==> src/dsu_pkg.sv <==
// ----------------------------------------------------------------------------
// dsu_pkg
// types, status codes and the power-of-ten table of the decimal parser
// ----------------------------------------------------------------------------
`default_nettype none

package dsu_pkg;

    localparam logic [7:0] CharZero = 8'd48;
    localparam logic [7:0] CharTwo  = 8'd50;
    localparam logic [7:0] CharNine = 8'd57;
    localparam logic [7:0] MaxLen   = 8'd20;
    localparam logic [7:0] PosMax   = 8'd255;

    typedef logic [1:0] t_status;

    localparam t_status STATUS_OK  = 2'd0;
    localparam t_status STATUS_SAT = 2'd1;
    localparam t_status STATUS_BAD = 2'd2;

    typedef struct packed {
        logic [7:0] character;
        logic [7:0] string_length;
        logic       is_last;
    } t_in_item;

    typedef struct packed {
        logic [63:0] value;
        t_status     status;
    } t_out_item;

    typedef struct packed {
        logic [63:0] total;
        logic [7:0]  pos;
        t_status     decided;
    } t_parse_state;

    function automatic logic [63:0] pow_ten(input logic [4:0] e);
        logic [63:0] w;
        case (e)
            5'd0:    w = 64'd1;
            5'd1:    w = 64'd10;
            5'd2:    w = 64'd100;
            5'd3:    w = 64'd1000;
            5'd4:    w = 64'd10000;
            5'd5:    w = 64'd100000;
            5'd6:    w = 64'd1000000;
            5'd7:    w = 64'd10000000;
            5'd8:    w = 64'd100000000;
            5'd9:    w = 64'd1000000000;
            5'd10:   w = 64'd10000000000;
            5'd11:   w = 64'd100000000000;
            5'd12:   w = 64'd1000000000000;
            5'd13:   w = 64'd10000000000000;
            5'd14:   w = 64'd100000000000000;
            5'd15:   w = 64'd1000000000000000;
            5'd16:   w = 64'd10000000000000000;
            5'd17:   w = 64'd100000000000000000;
            5'd18:   w = 64'd1000000000000000000;
            5'd19:   w = 64'd10000000000000000000;
            default: w = 64'd0;
        endcase
        return w;
    endfunction

endpackage

`default_nettype wire

==> src/dsu_stream_if.sv <==
// ----------------------------------------------------------------------------
// dsu_stream_if
// valid/ready channel carrying one payload per transaction
// ----------------------------------------------------------------------------
`default_nettype none

interface dsu_stream_if #(
    parameter type t_payload = logic
);
    logic     valid;
    logic     ready;
    t_payload payload;

    modport source (output valid, output payload, input ready);
    modport sink (input valid, input payload, output ready);
    modport monitor (input valid, input payload, input ready);
endinterface

`default_nettype wire

==> src/dsu_digit_step.sv <==
// ----------------------------------------------------------------------------
// dsu_digit_step
// one character against the parse state: weight, add, overflow and outcome
// ----------------------------------------------------------------------------
`default_nettype none

module dsu_digit_step (
    input  dsu_pkg::t_in_item     i_item,
    input  dsu_pkg::t_parse_state i_state,
    output dsu_pkg::t_parse_state o_state_next,
    output dsu_pkg::t_out_item    o_result
);
    import dsu_pkg::*;

    logic [7:0]  ch;
    logic [7:0]  len;
    logic [7:0]  pos;
    logic        too_long;
    logic        counted;
    logic        is_digit;
    t_status     dec_first;
    t_status     dec_next;
    logic [7:0]  digit_full;
    logic [7:0]  exp_full;
    logic [63:0] weight;
    logic [67:0] product;
    logic [68:0] sum;
    logic [63:0] total_next;
    logic [7:0]  pos_next;

    always_comb begin
        ch  = i_item.character;
        len = i_item.string_length;
        pos = i_state.pos;

        too_long = (len > MaxLen) ||
                   ((len == MaxLen) && (ch >= CharTwo) && (ch <= CharNine));
        dec_first = ((pos == 8'd0) && (i_state.decided == STATUS_OK) && too_long)
                    ? STATUS_SAT : i_state.decided;

        counted  = (dec_first == STATUS_OK) && (pos < len) && (len <= MaxLen);
        is_digit = (ch >= CharZero) && (ch <= CharNine);

        digit_full = ch - CharZero;
        exp_full   = len - 8'd1 - pos;
        weight     = pow_ten(exp_full[4:0]);
        product    = 68'(weight) * 68'(digit_full[3:0]);
        sum        = 69'(i_state.total) + 69'(product);

        dec_next   = dec_first;
        total_next = i_state.total;
        if (counted) begin
            if (!is_digit) begin
                dec_next = STATUS_BAD;
            end else if ((product[67:64] != 4'd0) || (sum[68:64] != 5'd0)) begin
                dec_next = STATUS_SAT;
            end else begin
                total_next = sum[63:0];
            end
        end

        pos_next = (pos != PosMax) ? pos + 8'd1 : pos;

        case (dec_next)
            STATUS_SAT: begin
                o_result.value  = '1;
                o_result.status = STATUS_SAT;
            end
            STATUS_BAD: begin
                o_result.value  = '0;
                o_result.status = STATUS_BAD;
            end
            default: begin
                o_result.value  = total_next;
                o_result.status = STATUS_OK;
            end
        endcase

        if (i_item.is_last) begin
            o_state_next = '0;
        end else begin
            o_state_next.total   = total_next;
            o_state_next.pos     = pos_next;
            o_state_next.decided = dec_next;
        end
    end

endmodule

`default_nettype wire

==> src/decimal_string_to_uint64_saturating.sv <==
// ----------------------------------------------------------------------------
// decimal_string_to_uint64_saturating
// saturating ascii decimal to 64-bit unsigned parser; output stalls aside, one character a cycle
// ----------------------------------------------------------------------------
//  port     dir   payload                                   transaction
//  i_in     in    character, string_length, is_last          one character
//  o_out    out   value, status                              one parsed string
//
//  one character per cycle while the output is free for last characters; a
//  result passes the input register, then the digit step into the result reg
//  the digit step (4x64 multiply by a table power of ten, 69-bit add) sets
//  the clock path
//  synchronous active-low reset clears the parse state and both valids
//  a stalled output holds back only last characters; others keep flowing
// ----------------------------------------------------------------------------
`default_nettype none

module decimal_string_to_uint64_saturating (
    input  wire logic       i_clk,
    input  wire logic       i_rst_n,
    dsu_stream_if.sink      i_in,
    dsu_stream_if.source    o_out
);
    import dsu_pkg::*;

    logic         r_s1_valid;
    t_in_item     r_s1_item;
    t_parse_state r_state;
    logic         r_out_valid;
    t_out_item    r_out_item;

    t_parse_state n_state;
    t_out_item    n_out_item;
    logic         out_free;
    logic         s1_go;

    assign out_free   = !r_out_valid || o_out.ready;
    assign s1_go      = r_s1_valid && (!r_s1_item.is_last || out_free);
    assign i_in.ready = !r_s1_valid || s1_go;

    dsu_digit_step u_step (
        .i_item       (r_s1_item),
        .i_state      (r_state),
        .o_state_next (n_state),
        .o_result     (n_out_item)
    );

    always_ff @(posedge i_clk) begin
        if (!i_rst_n) begin
            r_s1_valid  <= 1'b0;
            r_state     <= '0;
            r_out_valid <= 1'b0;
        end else begin
            if (i_in.ready) begin
                r_s1_valid <= i_in.valid;
            end
            if (s1_go) begin
                r_state <= n_state;
            end
            if (s1_go && r_s1_item.is_last) begin
                r_out_valid <= 1'b1;
            end else if (o_out.ready) begin
                r_out_valid <= 1'b0;
            end
        end
    end

    always_ff @(posedge i_clk) begin
        if (i_in.ready && i_in.valid) begin
            r_s1_item <= i_in.payload;
        end
        if (s1_go && r_s1_item.is_last) begin
            r_out_item <= n_out_item;
        end
    end

    assign o_out.valid   = r_out_valid;
    assign o_out.payload = r_out_item;

endmodule

`default_nettype wire

==> src/flat_wrapper.sv <==
// flat-port wrapper written by rule: the top's interface ports become plain ports
module decimal_string_to_uint64_saturating_flat import dsu_pkg::*;
  (i_clk, i_rst_n, i_in_valid, i_in_payload, i_in_ready, o_out_valid, o_out_payload, o_out_ready);
  dsu_stream_if #(.t_payload(t_in_item)) i_in_i ();
  dsu_stream_if #(.t_payload(t_out_item)) o_out_i ();
  input  wire logic i_clk;
  input  wire logic i_rst_n;
  input wire logic [$bits(i_in_i.valid)-1:0] i_in_valid;
  input wire logic [$bits(i_in_i.payload)-1:0] i_in_payload;
  output wire logic [$bits(i_in_i.ready)-1:0] i_in_ready;
  output wire logic [$bits(o_out_i.valid)-1:0] o_out_valid;
  output wire logic [$bits(o_out_i.payload)-1:0] o_out_payload;
  input wire logic [$bits(o_out_i.ready)-1:0] o_out_ready;
  assign i_in_i.valid = i_in_valid;
  assign i_in_i.payload = i_in_payload;
  assign i_in_ready = i_in_i.ready;
  assign o_out_valid = o_out_i.valid;
  assign o_out_payload = o_out_i.payload;
  assign o_out_i.ready = o_out_ready;
  decimal_string_to_uint64_saturating u_core (.i_clk(i_clk), .i_rst_n(i_rst_n), .i_in(i_in_i), .o_out(o_out_i));
endmodule
==> config.mk <==
export PLATFORM = sky130hd
export DESIGN_NAME = decimal_string_to_uint64_saturating_flat
export DESIGN_NICKNAME = d
export VERILOG_FILES = /design/src/dsu_pkg.sv /design/src/dsu_stream_if.sv /design/src/dsu_digit_step.sv /design/src/decimal_string_to_uint64_saturating.sv /design/src/flat_wrapper.sv
export SDC_FILE = /design/constraint.sdc
export NUM_CORES = 1
export LEC_CHECK = 0
export CAP_MARGIN = 20
export CELL_PAD_IN_SITES_DETAIL_PLACEMENT = 0
export CELL_PAD_IN_SITES_GLOBAL_PLACEMENT = 1
export CORE_UTILIZATION = 30
export DETAILED_ROUTE_END_ITERATION = 10
export DONT_BUFFER_PORTS = 1
export HOLD_SLACK_MARGIN = 0.15
export PLACE_DENSITY = 0.51
export SYNTH_ARGS = -nofsm -noshare
export SYNTH_HDL_FRONTEND = slang
export SYNTH_SLANG_ARGS = --single-unit
export TNS_END_PERCENT = 50
==> constraint.sdc <==
create_clock -name i_clk -period 21.5 [get_ports i_clk]
set_input_delay 2.15 -clock i_clk [delete_from_list [all_inputs] [get_ports i_clk]]
set_output_delay 2.15 -clock i_clk [all_outputs]
set_load 0.01 [all_outputs]
After elaboration in Yosys (flattened, before gate mapping)

Memories as Yosys holds them, arrays and structs flattened.
Cells that the tools add are included.

Input port bits: 21
Memories kept: 1
Logic and storage cells: 65
Bits in read-only memories: 1888
Register bits after elaboration: 159
Output and inout bits: 68

Memory list:

| name            | depth | bits a word | rd ports | clocked after memory_dff | wr ports | line          | source |
|---|---|---|---|---|---|---|---|
| (no name shown) | 32    | 59          | 1        | 0                        | 0        | dsu_pkg.sv:40 | `case (e)` |

Equal/unequal tests: 4
Add/sub/neg operators: 5
Reduce and logical (&&, ||, !) cells: 26
Magnitude comparators: 6
Multiplexer cells: 12
Multipliers: 1

Operator list:

| cell                                                                              | count |
|---|---|
| 64-bit 2-to-1 mux                                                                 | 3 |
| 66-bit one-hot mux with 2 select lines                                            | 1 |
| 74-bit 2-to-1 mux                                                                 | 1 |
| 64-bit by 68-bit adder with 69-bit output                                         | 1 |
| 64-bit by 4-bit multiplier with 68-bit output                                     | 1 |
| 8-bit by 6-bit >= comparator with 1-bit output (second input constant)            | 2 |
| 1-bit logical AND                                                                 | 10 |
| 8-bit by 1-bit adder with 8-bit output (second input constant)                    | 1 |
| 8-bit by 5-bit equality test with 1-bit output (second input constant)            | 1 |
| 8-bit by 5-bit > comparator with 1-bit output (second input constant)             | 1 |
| 8-bit by 5-bit less-or-equal comparator with 1-bit output (second input constant) | 1 |
| 8-bit by 6-bit less-or-equal comparator with 1-bit output (second input constant) | 1 |
| 8-bit logical NOT                                                                 | 1 |
| 8-bit less-than comparator                                                        | 1 |
| 2-bit 2-to-1 mux                                                                  | 4 |
| 8-bit 2-to-1 mux                                                                  | 1 |
| 8-bit inequality test (second input constant)                                     | 1 |
| 1-bit logical OR                                                                  | 5 |
| 5-bit nonzero test                                                                | 1 |
| 5-bit by 1-bit subtractor with 5-bit output (second input constant)               | 1 |
| 5-bit subtractor                                                                  | 1 |
| 2-bit logical NOT                                                                 | 2 |
| 2-bit nonzero test                                                                | 2 |
| 4-bit nonzero test                                                                | 1 |
| 6 further kinds                                                                   | 9 |

Longest topological paths before layout

Gate-level depths: netlist of run 1.

Depth in word-level cells: 12
Gate-level depth with buffers: 47
Mapped depth without buffers: 44

Modules after synthesis

A second synthesis of run 1 with hierarchy kept.

Cell total of the unflattened synthesis: 2607
Area total of the unflattened synthesis: 21488.1 sq um

Modules (own cells, without submodules):

| module                              | times used | cells each | area an instance (sq um) | sequential area each (sq um) |
|---|---|---|---|---|
| dsu_digit_step                      | 1          | 2192       | 15934.0                  | 0.0 |
| decimal_string_to_uint64_saturating | 1          | 415        | 5554.1                   | 4013.8 |

Worst setup path after synthesis of run 1

Ideal clock, no wire load.

Kind: reg2reg
Start: register u_core.r_state[2] (netlist name)
End: register u_core.r_out_item (netlist bit u_core.o_out.payload[51]) (data pin)
Library setup time: 274 ps
Period minus slack after synthesis: 9683 ps
Arrival time: 9409 ps
Stages on the path, launching flop included: 48
Buffers on the path: 6
Slack: 11817 ps
Data required time: 21226 ps
Cell sequence: dfxtp_1 > inv_1 > ha_1 > inv_1 > fa_1 > nand2b_1 > o2bb2ai_2 > xnor2_1 > clkbuf_1 > nor2_1 > nand2_1 > nand2_1 > nand2_1 > o21ai_0 > and2_1 > fa_1 > inv_1 > fa_1 > (+12 left out) > o21bai_1 > xor2_1 > ha_1 > clkbuf_1 > a21o_1 > a21oi_1 > nand2_1 > o32a_1 > nand2_1 > nor2_1 > and4bb_4 > o21ai_0 > nor2b_1 > ha_1 > clkbuf_1 > clkbuf_1 > clkbuf_1 > a31oi_1

RTL lines:

| item                     | line                                      | source |
|---|---|---|
| start: declaration       | decimal_string_to_uint64_saturating.sv:28 | `t_parse_state r_state;` |
| start signal: assignment | decimal_string_to_uint64_saturating.sv:58 | `r_state <= n_state;` |
| end signal: assignment   | decimal_string_to_uint64_saturating.sv:73 | `r_out_item <= n_out_item;` |
| end: declaration         | decimal_string_to_uint64_saturating.sv:30 | `t_out_item r_out_item;` |

==> results of run 1 <==
-- state kept, by name, indices dropped and copies added (netlist names) --
name and flops:
u_core.r_state 74, u_core.o_out.payload 66, u_core.r_s1_item 17, u_core.o_out.valid 1, u_core.r_s1_valid 1
-- layer usage --
metal / up-vias / wire length (µm) / track usage (%)
met5: - / 0 / 0
met4: 0 / 886 / 4.21
met3: 46 / 2150 / 2.44
met2: 368 / 28200 / 31.0
met1: 8203 / 34300 / 30.8
li1: 8229 / - / -
-- logic make-up after synthesis --
| family | Yosys count |
|---|---|
| and+or+nand+nor | 776 |
| AOI/OAI and AO/OA | 649 |
| buffers and inverters | 395 |
| adders and majority gates | 275 |
| DFF | 159 |
| xor gates and xnor gates | 130 |
| muxes | 13 |
-- placed cells by master, fill, tap and decap left out, types with 15 or more instances in the layout --
cell | Yosys | routed
o21bai_1 | 27 | 27
a22o_1 | 59 | 59
ha_1 | 165 | 164
nand4_1 | 46 | 46
buf_4 | 6 | 19
xor2_1 | 56 | 56
and3_1 | 35 | 34
edfxtp_1 | 83 | 83
a21o_1 | 54 | 54
nor4_1 | 21 | 21
o21a_1 | 22 | 22
nor2_1 | 129 | 128
nand2_1 | 291 | 291
and2_1 | 76 | 76
clkbuf_16 | 0 | 17
dfxtp_1 | 76 | 76
nor3_1 | 51 | 51
xnor2_1 | 72 | 72
nand2b_1 | 26 | 26
nand3_1 | 40 | 40
a211oi_1 | 15 | 15
a31oi_1 | 66 | 65
a21oi_1 | 191 | 191
inv_1 | 263 | 262
fa_1 | 110 | 110
o21ai_0 | 93 | 93
nor2b_1 | 17 | 17
-- worst max-delay path by stage --
stage	endpoint	cells past startpoint	slack [ns]	start
2_1_floorplan	u_core.o_out.payload[51]	47	11.82	u_core.r_state[2]
3_3_place_gp	u_core.o_out.payload[63]	41	9.90	u_core.r_state[2]
3_5_place_dp	u_core.o_out.payload[65]	42	9.53	u_core.r_state[3]
4_1_cts	u_core.o_out.payload[65]	41	9.53	u_core.r_state[3]
5_1_grt	u_core.o_out.payload[65]	41	8.58	u_core.r_state[3]
6_report	u_core.o_out.payload[65]	39	9.36	u_core.r_state[3]
-- worst register-to-register path: cells and delay by family (launching register included) --
kind,cells,cell delay [ns]
buffers and inverters,4,0.81
adder cells (fa/ha/maj),6,2.39
AND/OR/NAND/NOR,12,3.47
XOR/XNOR,2,0.85
AO/OA/AOI/OAI,15,3.89
flip-flops,1,0.45
-- synth_stat cells, drive strengths merged, types with 27 or more instances --
cell type | count | area share [%]
nand2 | 292 | 5.8
inv | 264 | 5.2
a21oi | 192 | 5.0
ha | 165 | 11
nor2 | 130 | 2.6
fa | 110 | 11
clkbuf | 103 | 2.0
o21ai | 95 | 2.5
edfxtp | 83 | 13
and2 | 76 | 2.5
dfxtp | 76 | 7.9
xnor2 | 72 | 3.3
a31oi | 66 | 2.2
a22o | 59 | 2.7
xor2 | 58 | 2.7
a21o | 54 | 2.1
nor3 | 51 | 1.3
nand4 | 46 | 1.5
nand3 | 40 | 1.0
and3 | 35 | 1.1
buf | 27 | 0.94
o21bai | 27 | 1.1
-- report_power, final --
part / internal [µW] / total [µW] / switching (µW)
sequential: 333 / 339 / 6.16
combinational: 176 / 551 / 375
clock: 150 / 297 / 147
total: 659 / 1190 / 528
-- stage by stage --
stage	total power (µW)	worst slack (ns)	area (µm²)	util, %
floorplan	737	11.82	19200	-
global placement	893	9.90	19800	31.4
detailed placement	891	9.53	19800	31.5
CTS	1200	9.53	20400	32.3
global route	1270	8.58	20400	32.3
finish	1190	9.36	20400	32.3
-- cell type report --
cell class                 instances  area (µm²)  area share, %
clock buffer                      19         433           2.12
tap                              846        1060           5.19
multi-input combinational       1843       13600           66.9
timing repair buffer              19         143          0.700
sequential                       159        4010           19.7
inverter                         265         997           4.89
clock inverter                    13         106          0.522
==> impl_metrics.py, run 1 <==
metrics = {
    "floorplanning": {
        "fp.dieH_um": 255,
        "die_w_um": 255,
        "initial_utilization_pct": 30.4,
        "core-area_mm2": 0.0631,
        "row_count": 92,
        "die-area_mm2": 0.0650,
        "pin_count": 89,
    },
    "yosys": {
        "synthFlopType": "edfxtp_1",
        "synth_fa_ha_area_share_pct": 22.2,
        "avgSynthCellArea_um2": 8.00,
        "synthMuxAreaShare_pct": 0.737,
        "synthesis.area_mm2": 0.0192,
        "synth_cell_type_count": 83,
        "synth_seq_area_share_pct": 20.9,
        "synth_xor_area_share_pct": 6.01,
        "synthCells": 2397,
        "syn-num-nets": 2693,
        "synth_edf_count": 83,
        "yosysWarnings": 0,
        "synth_top_family_by_area": "compound AO/OA/AOI/OAI gates",
        "yosys.area_share.simple_pct": 19.6,
        "async_flop_share_pct": 0,
        "synth_compound_area_share_pct": 22.4,
        "synth_seq_cells": 159,
    },
    "setup_path": {
        "cp.buffers_inverters": 4,
        "worstPathRequired_ns": 21.70,
        "reg2reg_slack_ns": 9.36,
        "setup.worst_path.end_class": "register",
        "worstSetupPathType": "register to register",
        "crit_path_top_delay_cell": "nor2_1",
        "r2r_cells": 39,
        "cp_top_family": "compound AO/OA/AOI/OAI gates",
        "slowest_delay_ns": 0.73,
        "worstReg2RegStart": "u_core.r_state[3]",
        "cp.arrival_ns": 12.34,
        "cp_max_fo": 47,
        "critPathMostFrequentCell": "o21ai_0",
        "r2r_end": "u_core.o_out.payload[65]",
        "cp-start-kind": "register",
    },
    "detailed_routing": {
        "drt_first_pass_iters": 5,
        "dr_total_vias": 16800,
        "drt_iter0_drc": 1257,
        "antenna_left": 0,
        "drc_errors": 0,
        "vias_per_cell": 5.32,
        "routedWlPerCell_um": 20.7,
        "totalWireLength_um": 65600,
    },
    "timing": {
        "post-route-period-util_pct": 56.5,
        "skew_ns": 0.0145,
        "fin_setup_tns_ns": 0,
        "max_freq_mhz": 82.3,
        "finalHoldViolations": 0,
        "rsz0062_at_grt": "no",
        "tightest_slew_ns": 0.963,
        "fin_crit_ns": 12.14,
        "relSlewSlack_pct": 35.2,
        "whs_ns": 0.499,
        "slew_violations": 0,
        "setup_violations": 0,
    },
    "clocking": {
        "cts_buffer_depth": 2,
        "post_cts_buffers": 0,
        "cts_hold_buf": 0,
        "htreeDepth": 4,
        "cts.sinks": 159,
        "cts_buffers": 17,
        "cts_resized": 0,
        "clockRootBuffer": "clkbuf_16",
        "worstSkewPairLatency_ns": 0.49,
        "clk_pin_slew_ns": 0.06,
        "cts_tree": "yes",
    },
    "cells_and_area": {
        "fillCellCount": 6812,
        "fin_nets": 2601,
        "drive_gt1_share_pct": 3.97,
        "syn2layout_area_growth_pct": 6.24,
        "antenna_cells": 0,
        "layoutNonFillerInstCount": 3164,
    },
    "hold_path": {
        "min_path_type": "register to register",
        "worstHoldStart": "u_core.r_state[68]",
        "hold_end": "u_core.r_state[68]",
        "hold_path_depth": 1,
    },
    "power": {
        "cellPowerDensity_mw_per_mm2": 58.3,
        "irDropWorstVdd_uv": 62.2,
        "leakage_uw": 0.00900,
    },
    "global_routing": {
        "grt_pass1_wl_um": 102000,
        "overflow": 0,
        "antenna_found_initial": 0,
        "grt_max_degree": 59,
        "grt_pass1_vias": 16800,
        "grt_usage_pct": 20.5,
    },
    "run": {
        "cap_violations": 0,
    },
    "outcome": {
        "status": "finished clean",
    },
    "placed_design": {
        "portBuffers": 0,
        "gp_congestion": 0.908,
        "hpwlAfterDp_um": 53200,
        "placed_cells": 3132,
    },
}
Power figures use the tool's default switching activity.
==> run 2: changes to the inputs <==
--- a/config.mk
+++ b/config.mk
@@ -12,7 +12,7 @@
 export DETAILED_ROUTE_END_ITERATION = 10
 export DONT_BUFFER_PORTS = 1
 export HOLD_SLACK_MARGIN = 0.15
-export PLACE_DENSITY = 0.51
+export PLACE_DENSITY = 0.53
 export SYNTH_ARGS = -nofsm -noshare
 export SYNTH_HDL_FRONTEND = slang
 export SYNTH_SLANG_ARGS = --single-unit
==> constraint.sdc (replaced) <==
create_clock -name i_clk -period 10.1 [get_ports i_clk]
set_input_delay 1.01 -clock i_clk [delete_from_list [all_inputs] [get_ports i_clk]]
set_output_delay 1.01 -clock i_clk [all_outputs]
set_load 0.01 [all_outputs]
==> run 2 against run 1 <==
Against the previous run:
- worst setup slack got worse by 8.8 ns
- clock skew increased by 0.0071 ns
- first-iteration DRC count decreased by 7.5%
- die area unchanged
- clock power increased by 130%
- fmax increased by 27%
- non-clock buffer count increased by 61
- sequential share of layout area decreased by 0.69 points
- largest cell class unchanged
==> impl_metrics.py, run 2 (synthesized netlist as in run 1, its figures left out) <==
metrics = {
    "setup_path": {
        "slowest_delay_ns": 0.58,
        "cp-start-kind": "register",
        "worstReg2RegStart": "u_core.r_state[2]",
        "worstSetupPathType": "register to register",
        "setup.worst_path.end_class": "register",
        "crit_path_top_delay_cell": "or4_1",
        "cp.arrival_ns": 9.80,
        "worstPathRequired_ns": 10.34,
        "startpoint": "u_core.r_state[2]",
        "cp_max_fo": 19,
    },
    "timing": {
        "post-route-period-util_pct": 94.6,
        "max_freq_mhz": 105,
        "relSlewSlack_pct": 15.6,
        "skew_ns": 0.0216,
        "slew_violations": 0,
        "rsz0062_at_grt": "no",
        "fin_crit_ns": 9.56,
        "setup_violations": 0,
        "finalHoldViolations": 0,
        "tightest_slew_ns": 1.27,
    },
    "global_routing": {
        "grt_pass1_wl_um": 103000,
        "grt_pass1_vias": 17000,
        "overflow": 0,
        "antenna_found_initial": 0,
        "grt_max_degree": 62,
        "grt_usage_pct": 20.8,
    },
    "floorplanning": {
        "core-area_mm2": 0.0631,
        "die-area_mm2": 0.0650,
        "initial_utilization_pct": 30.4,
        "row_count": 92,
        "fp.dieH_um": 255,
        "pin_count": 89,
        "die_w_um": 255,
    },
    "run": {
        "cap_violations": 0,
    },
    "cells_and_area": {
        "final_common_cell": "nand2_1",
        "drive_gt1_share_pct": 7.82,
        "layout_common_cells": "289 x nand2_1, 262 x inv_1, 179 x a21oi_1",
        "antenna_cells": 0,
        "final_area_mm2": 0.0211,
        "fin_nets": 2662,
        "layoutNonFillerInstCount": 3225,
        "regMostFlops": "u_core.r_state",
        "syn2layout_area_growth_pct": 10.1,
        "largest_reg_flops": 74,
    },
    "detailed_routing": {
        "drc_errors": 0,
        "drt_first_pass_iters": 6,
        "vias_per_cell": 5.30,
        "totalWireLength_um": 65800,
        "dr_total_vias": 17100,
        "routedWlPerCell_um": 20.4,
        "antenna_left": 0,
        "drt_iter0_drc": 1163,
    },
    "clocking": {
        "cts_buffer_depth": 2,
        "clockRootBuffer": "clkbuf_16",
        "worstSkewPairLatency_ns": 0.50,
        "clk_pin_slew_ns": 0.09,
        "cts_tree": "yes",
        "cts_buffers": 17,
        "post_cts_buffers": 0,
        "cts.sinks": 159,
        "htreeDepth": 4,
    },
    "hold_path": {
        "worstHoldStart": "u_core.r_state[11]",
        "min_path_type": "register to register",
    },
    "power": {
        "cellPowerDensity_mw_per_mm2": 124,
        "p_total_uw": 2610,
        "irDropWorstVdd_uv": 144,
        "leakage_uw": 0.00935,
    },
    "placed_design": {
        "portBuffers": 0,
        "hpwlAfterDp_um": 53700,
        "gp_congestion": 0.926,
        "dpl_cell_area_mm2": 0.0204,
        "placed_cells": 3193,
    },
    "outcome": {
        "status": "finished clean",
    },
}
==> run 2: cell count changes in the layout (fill, tap and decap cells not counted), sizes merged <==
| cell | delta |
|---|---|
| buf | +61 |
| clkbuf | -2 |
| clkinv | +1 |
| clkinvlp | +1 |
==> run 2: path summary, 6_finish.rpt <==
| kind | to | slack [ns] | cells after the start |
|---|---|---|---|
| setup / recovery | u_core.o_out.payload[3] | 0.54 | 37 |
| hold / removal | u_core.r_state[11] | 0.49 | 1 |
| setup reg to reg | u_core.o_out.payload[3] | 0.54 | 37 |
| hold reg to reg | u_core.r_state[11] | 0.49 | 1 |
==> run 2: metrics by stage <==
| stage | utilization, % | setup TNS (ns) | setup slack (ns) | hold slack, ns |
|---|---|---|---|---|
| after floorplan | - | 0 | 0.417 | 0.460 |
| after global placement | 32.3 | 0 | 0.119 | 0.478 |
| after detailed placement | 32.3 | -0.000403 | -0.000403 | 0.483 |
| after CTS | 33.2 | 0 | 0.0261 | 0.493 |
| after global routing | 33.5 | 0 | 0.000974 | 0.512 |
| final | 33.5 | 0 | 0.541 | 0.492 |
==> run 2: timing repair <==
action / in CTS / in global routing
cloned: 0 / 0
pin swaps: 0 / 2
hold buffers: 0 / 0
setup endpoints to repair: 2 / 130
gates resized for setup: 1 / 40
==> run 2: layout make-up <==
cell class	instances	area, µm²
fill	6799	42000
multi-input combinational	1843	13800
sequential	159	4010
tap	846	1060
inverter	265	997
timing repair buffer	80	677
clock buffer	17	425
clock inverter	15	169
==> run 2: critical path, delay by kind of cell, from the launching register on <==
kind	cells	cell delay, ns
xor gates and xnor gates	2	0.55
AOI/OAI and AO/OA	9	1.66
DFF	1	0.32
adders and majority gates	7	2.92
buffers and inverters	7	0.83
and+or+nand+nor	11	2.66
muxes	1	0.36
==> run 2: where the power goes <==
part           total (µW)  internal (µW)  switching [µW]
Sequential            724            709            15.4
Combinational        1220            410             807
Clock                 671            331             340
Total                2610           1450            1160
==> run 2: routing by layer <==
layer / part of all wire (%) / GRT usage [%] / vias up
met5: 0 / 0 / -
met4: 2.3 / 5.83 / 0
met3: 3.7 / 2.99 / 72
met2: 43 / 31.9 / 392
met1: 51 / 30.0 / 8273
li1: - / - / 8344
==> run 3: changes to the inputs <==
--- a/config.mk
+++ b/config.mk
@@ -12,7 +12,7 @@
 export DETAILED_ROUTE_END_ITERATION = 10
 export DONT_BUFFER_PORTS = 1
 export HOLD_SLACK_MARGIN = 0.15
-export PLACE_DENSITY = 0.53
+export PLACE_DENSITY = 0.58
 export SYNTH_ARGS = -nofsm -noshare
 export SYNTH_HDL_FRONTEND = slang
 export SYNTH_SLANG_ARGS = --single-unit
==> run 3 against run 2 <==
Against the previous run:
- via count grew 0.61%
- die area is the same
- combinational power about the same
- worst setup slack worse by 0.046 ns
- global-route usage shrank 0.39 points
- clock power shrank 2%
- final cell count is 0.31% higher
- largest cell class unchanged
- largest power group unchanged
==> impl_metrics.py, run 3 (synthesized netlist as in run 1, its figures left out) <==
metrics = {
    "setup_path": {
        "slowest_delay_ns": 0.54,
        "worstReg2RegStart": "u_core.r_state[2]",
        "worstSetupPathType": "register to register",
        "cp_top_family": "compound AO/OA/AOI/OAI gates",
        "worstPathRequired_ns": 10.34,
        "startpoint": "u_core.r_state[2]",
        "cp_max_fo": 6,
        "crit_path_top_delay_cell": "fa_1",
        "cp.arrival_ns": 9.85,
        "cp.buffers_inverters": 5,
        "cp-start-kind": "register",
        "setup.worst_path.end_class": "register",
    },
    "global_routing": {
        "grt_pass1_wl_um": 102000,
        "grt_pass1_vias": 16900,
        "antenna_found_initial": 0,
        "grt_usage_pct": 20.4,
        "overflow": 0,
        "grt_max_degree": 65,
    },
    "floorplanning": {
        "die_w_um": 255,
        "fp.dieH_um": 255,
        "initial_utilization_pct": 30.4,
        "row_count": 92,
        "die-area_mm2": 0.0650,
        "pin_count": 89,
        "core-area_mm2": 0.0631,
    },
    "placed_design": {
        "placed_cells": 3195,
        "portBuffers": 0,
        "hpwlAfterDp_um": 52800,
        "gp_congestion": 0.925,
        "pre_cts_slack_ns": -0.330,
    },
    "power": {
        "p_sw_share_pct": 44.0,
        "leakage_uw": 0.00940,
        "intPower_uw": 1470,
        "combPwrFrac_pct": 47.2,
        "p_total_uw": 2620,
        "cellPowerDensity_mw_per_mm2": 124,
        "power_switching_uw": 1150,
        "irDropWorstVdd_uv": 144,
        "power_frac_seq_pct": 27.7,
        "pwr-share-clk_pct": 25.1,
    },
    "hold_path": {
        "worstHoldStart": "u_core.r_state[11]",
        "min_path_type": "register to register",
    },
    "cells_and_area": {
        "multiInputGateArea_mm2": 0.0138,
        "fillCellCount": 6703,
        "final_common_cell": "nand2_1",
        "utilization_pct": 33.5,
        "layoutNonFillerInstCount": 3235,
        "antenna_cells": 0,
        "syn2layout_area_growth_pct": 10.3,
        "regMostFlops": "u_core.r_state",
        "drive_gt1_share_pct": 7.95,
        "seqCellArea_mm2": 0.00402,
        "largest_reg_flops": 74,
        "layout_common_cells": "289 x nand2_1, 262 x inv_1, 181 x a21oi_1",
        "fin_nets": 2672,
    },
    "clocking": {
        "htreeDepth": 4,
        "cts.sinks": 159,
        "clk_pin_slew_ns": 0.08,
        "worstSkewPairLatency_ns": 0.49,
        "clockRootBuffer": "clkbuf_16",
        "cts_hold_buf": 0,
        "cts_tree": "yes",
        "cts_buffers": 17,
        "cts_buffer_depth": 2,
    },
    "detailed_routing": {
        "drc_errors": 0,
        "vias_per_cell": 5.31,
        "dr_total_vias": 17200,
        "drt_iter0_drc": 1064,
        "antenna_left": 0,
        "drt_first_pass_iters": 5,
        "routedWlPerCell_um": 20.5,
        "totalWireLength_um": 66200,
    },
    "timing": {
        "fin_crit_ns": 9.61,
        "finalHoldViolations": 0,
        "skew_ns": 0.0203,
        "fin_setup_tns_ns": 0,
        "relSlewSlack_pct": 28.5,
        "max_freq_mhz": 104,
        "fin_ws_ns": 0.495,
        "slew_violations": 0,
        "setup_violations": 0,
        "tightest_slew_ns": 1.07,
        "post-route-period-util_pct": 95.1,
    },
    "run": {
        "cap_violations": 0,
    },
    "outcome": {
        "status": "finished clean",
    },
}
run 3: changes by cell type in the layout (fill, tap and decap cells not counted), sizes merged:
cell / previous run / this run
buf: 80 / 88
clkbuf: 17 / 22
clkinv: 8 / 6
clkinvlp: 2 / 0
inv: 270 / 271
run 3: metal layers:
layer / global-route usage (%) / up-vias / part of all wire, %
met5: 0 / - / 0
met1: 29.5 / 8334 / 50
met3: 2.43 / 63 / 3.5
met2: 32.1 / 424 / 45
met4: 4.86 / 0 / 1.7
li1: - / 8365 / -
run 3: metrics by stage:
step / hold WS [ns] / cell area (µm²)
6_report: 0.496 / 21200
5_1_grt: 0.517 / 21200
4_1_cts: 0.499 / 20900
3_5_place_dp: 0.485 / 20400
3_3_place_gp: 0.482 / 20300
2_1_floorplan: 0.460 / 19200
run 3: power groups by stage:
stage          combinational [µW]  clock (µW)  sequential (µW)
2_1_floorplan                 834           0              735
4_1_cts                      1210         682              726
6_report                     1230         656              725
3_5_place_dp                 1200           0              740
5_1_grt                      1370         702              727
3_3_place_gp                 1200           0              740
run 3: final timing paths:
kind                              to  cells after the start  slack [ns]
min reg2reg       u_core.r_state[11]                      1        0.50
min               u_core.r_state[11]                      1        0.50
max          u_core.o_out.payload[9]                     43        0.49
max reg2reg  u_core.o_out.payload[9]                     43        0.49
run 3: cell type report:
type,count,area share [%]
clock buffer,20,2.16
multi-input combinational,1843,65.0
timing repair buffer,90,3.68
tap,846,5.00
inverter,265,4.71
clock inverter,12,0.467
sequential,159,19.0
run 3: what timing repair did:
item                                    4_1_cts  5_1_grt
setup buffers                                 0        4
gates resized for setup                       7       28
endpoints found under the setup margin      104      129
gates cloned                                  0        3
pin swaps                                     1        6
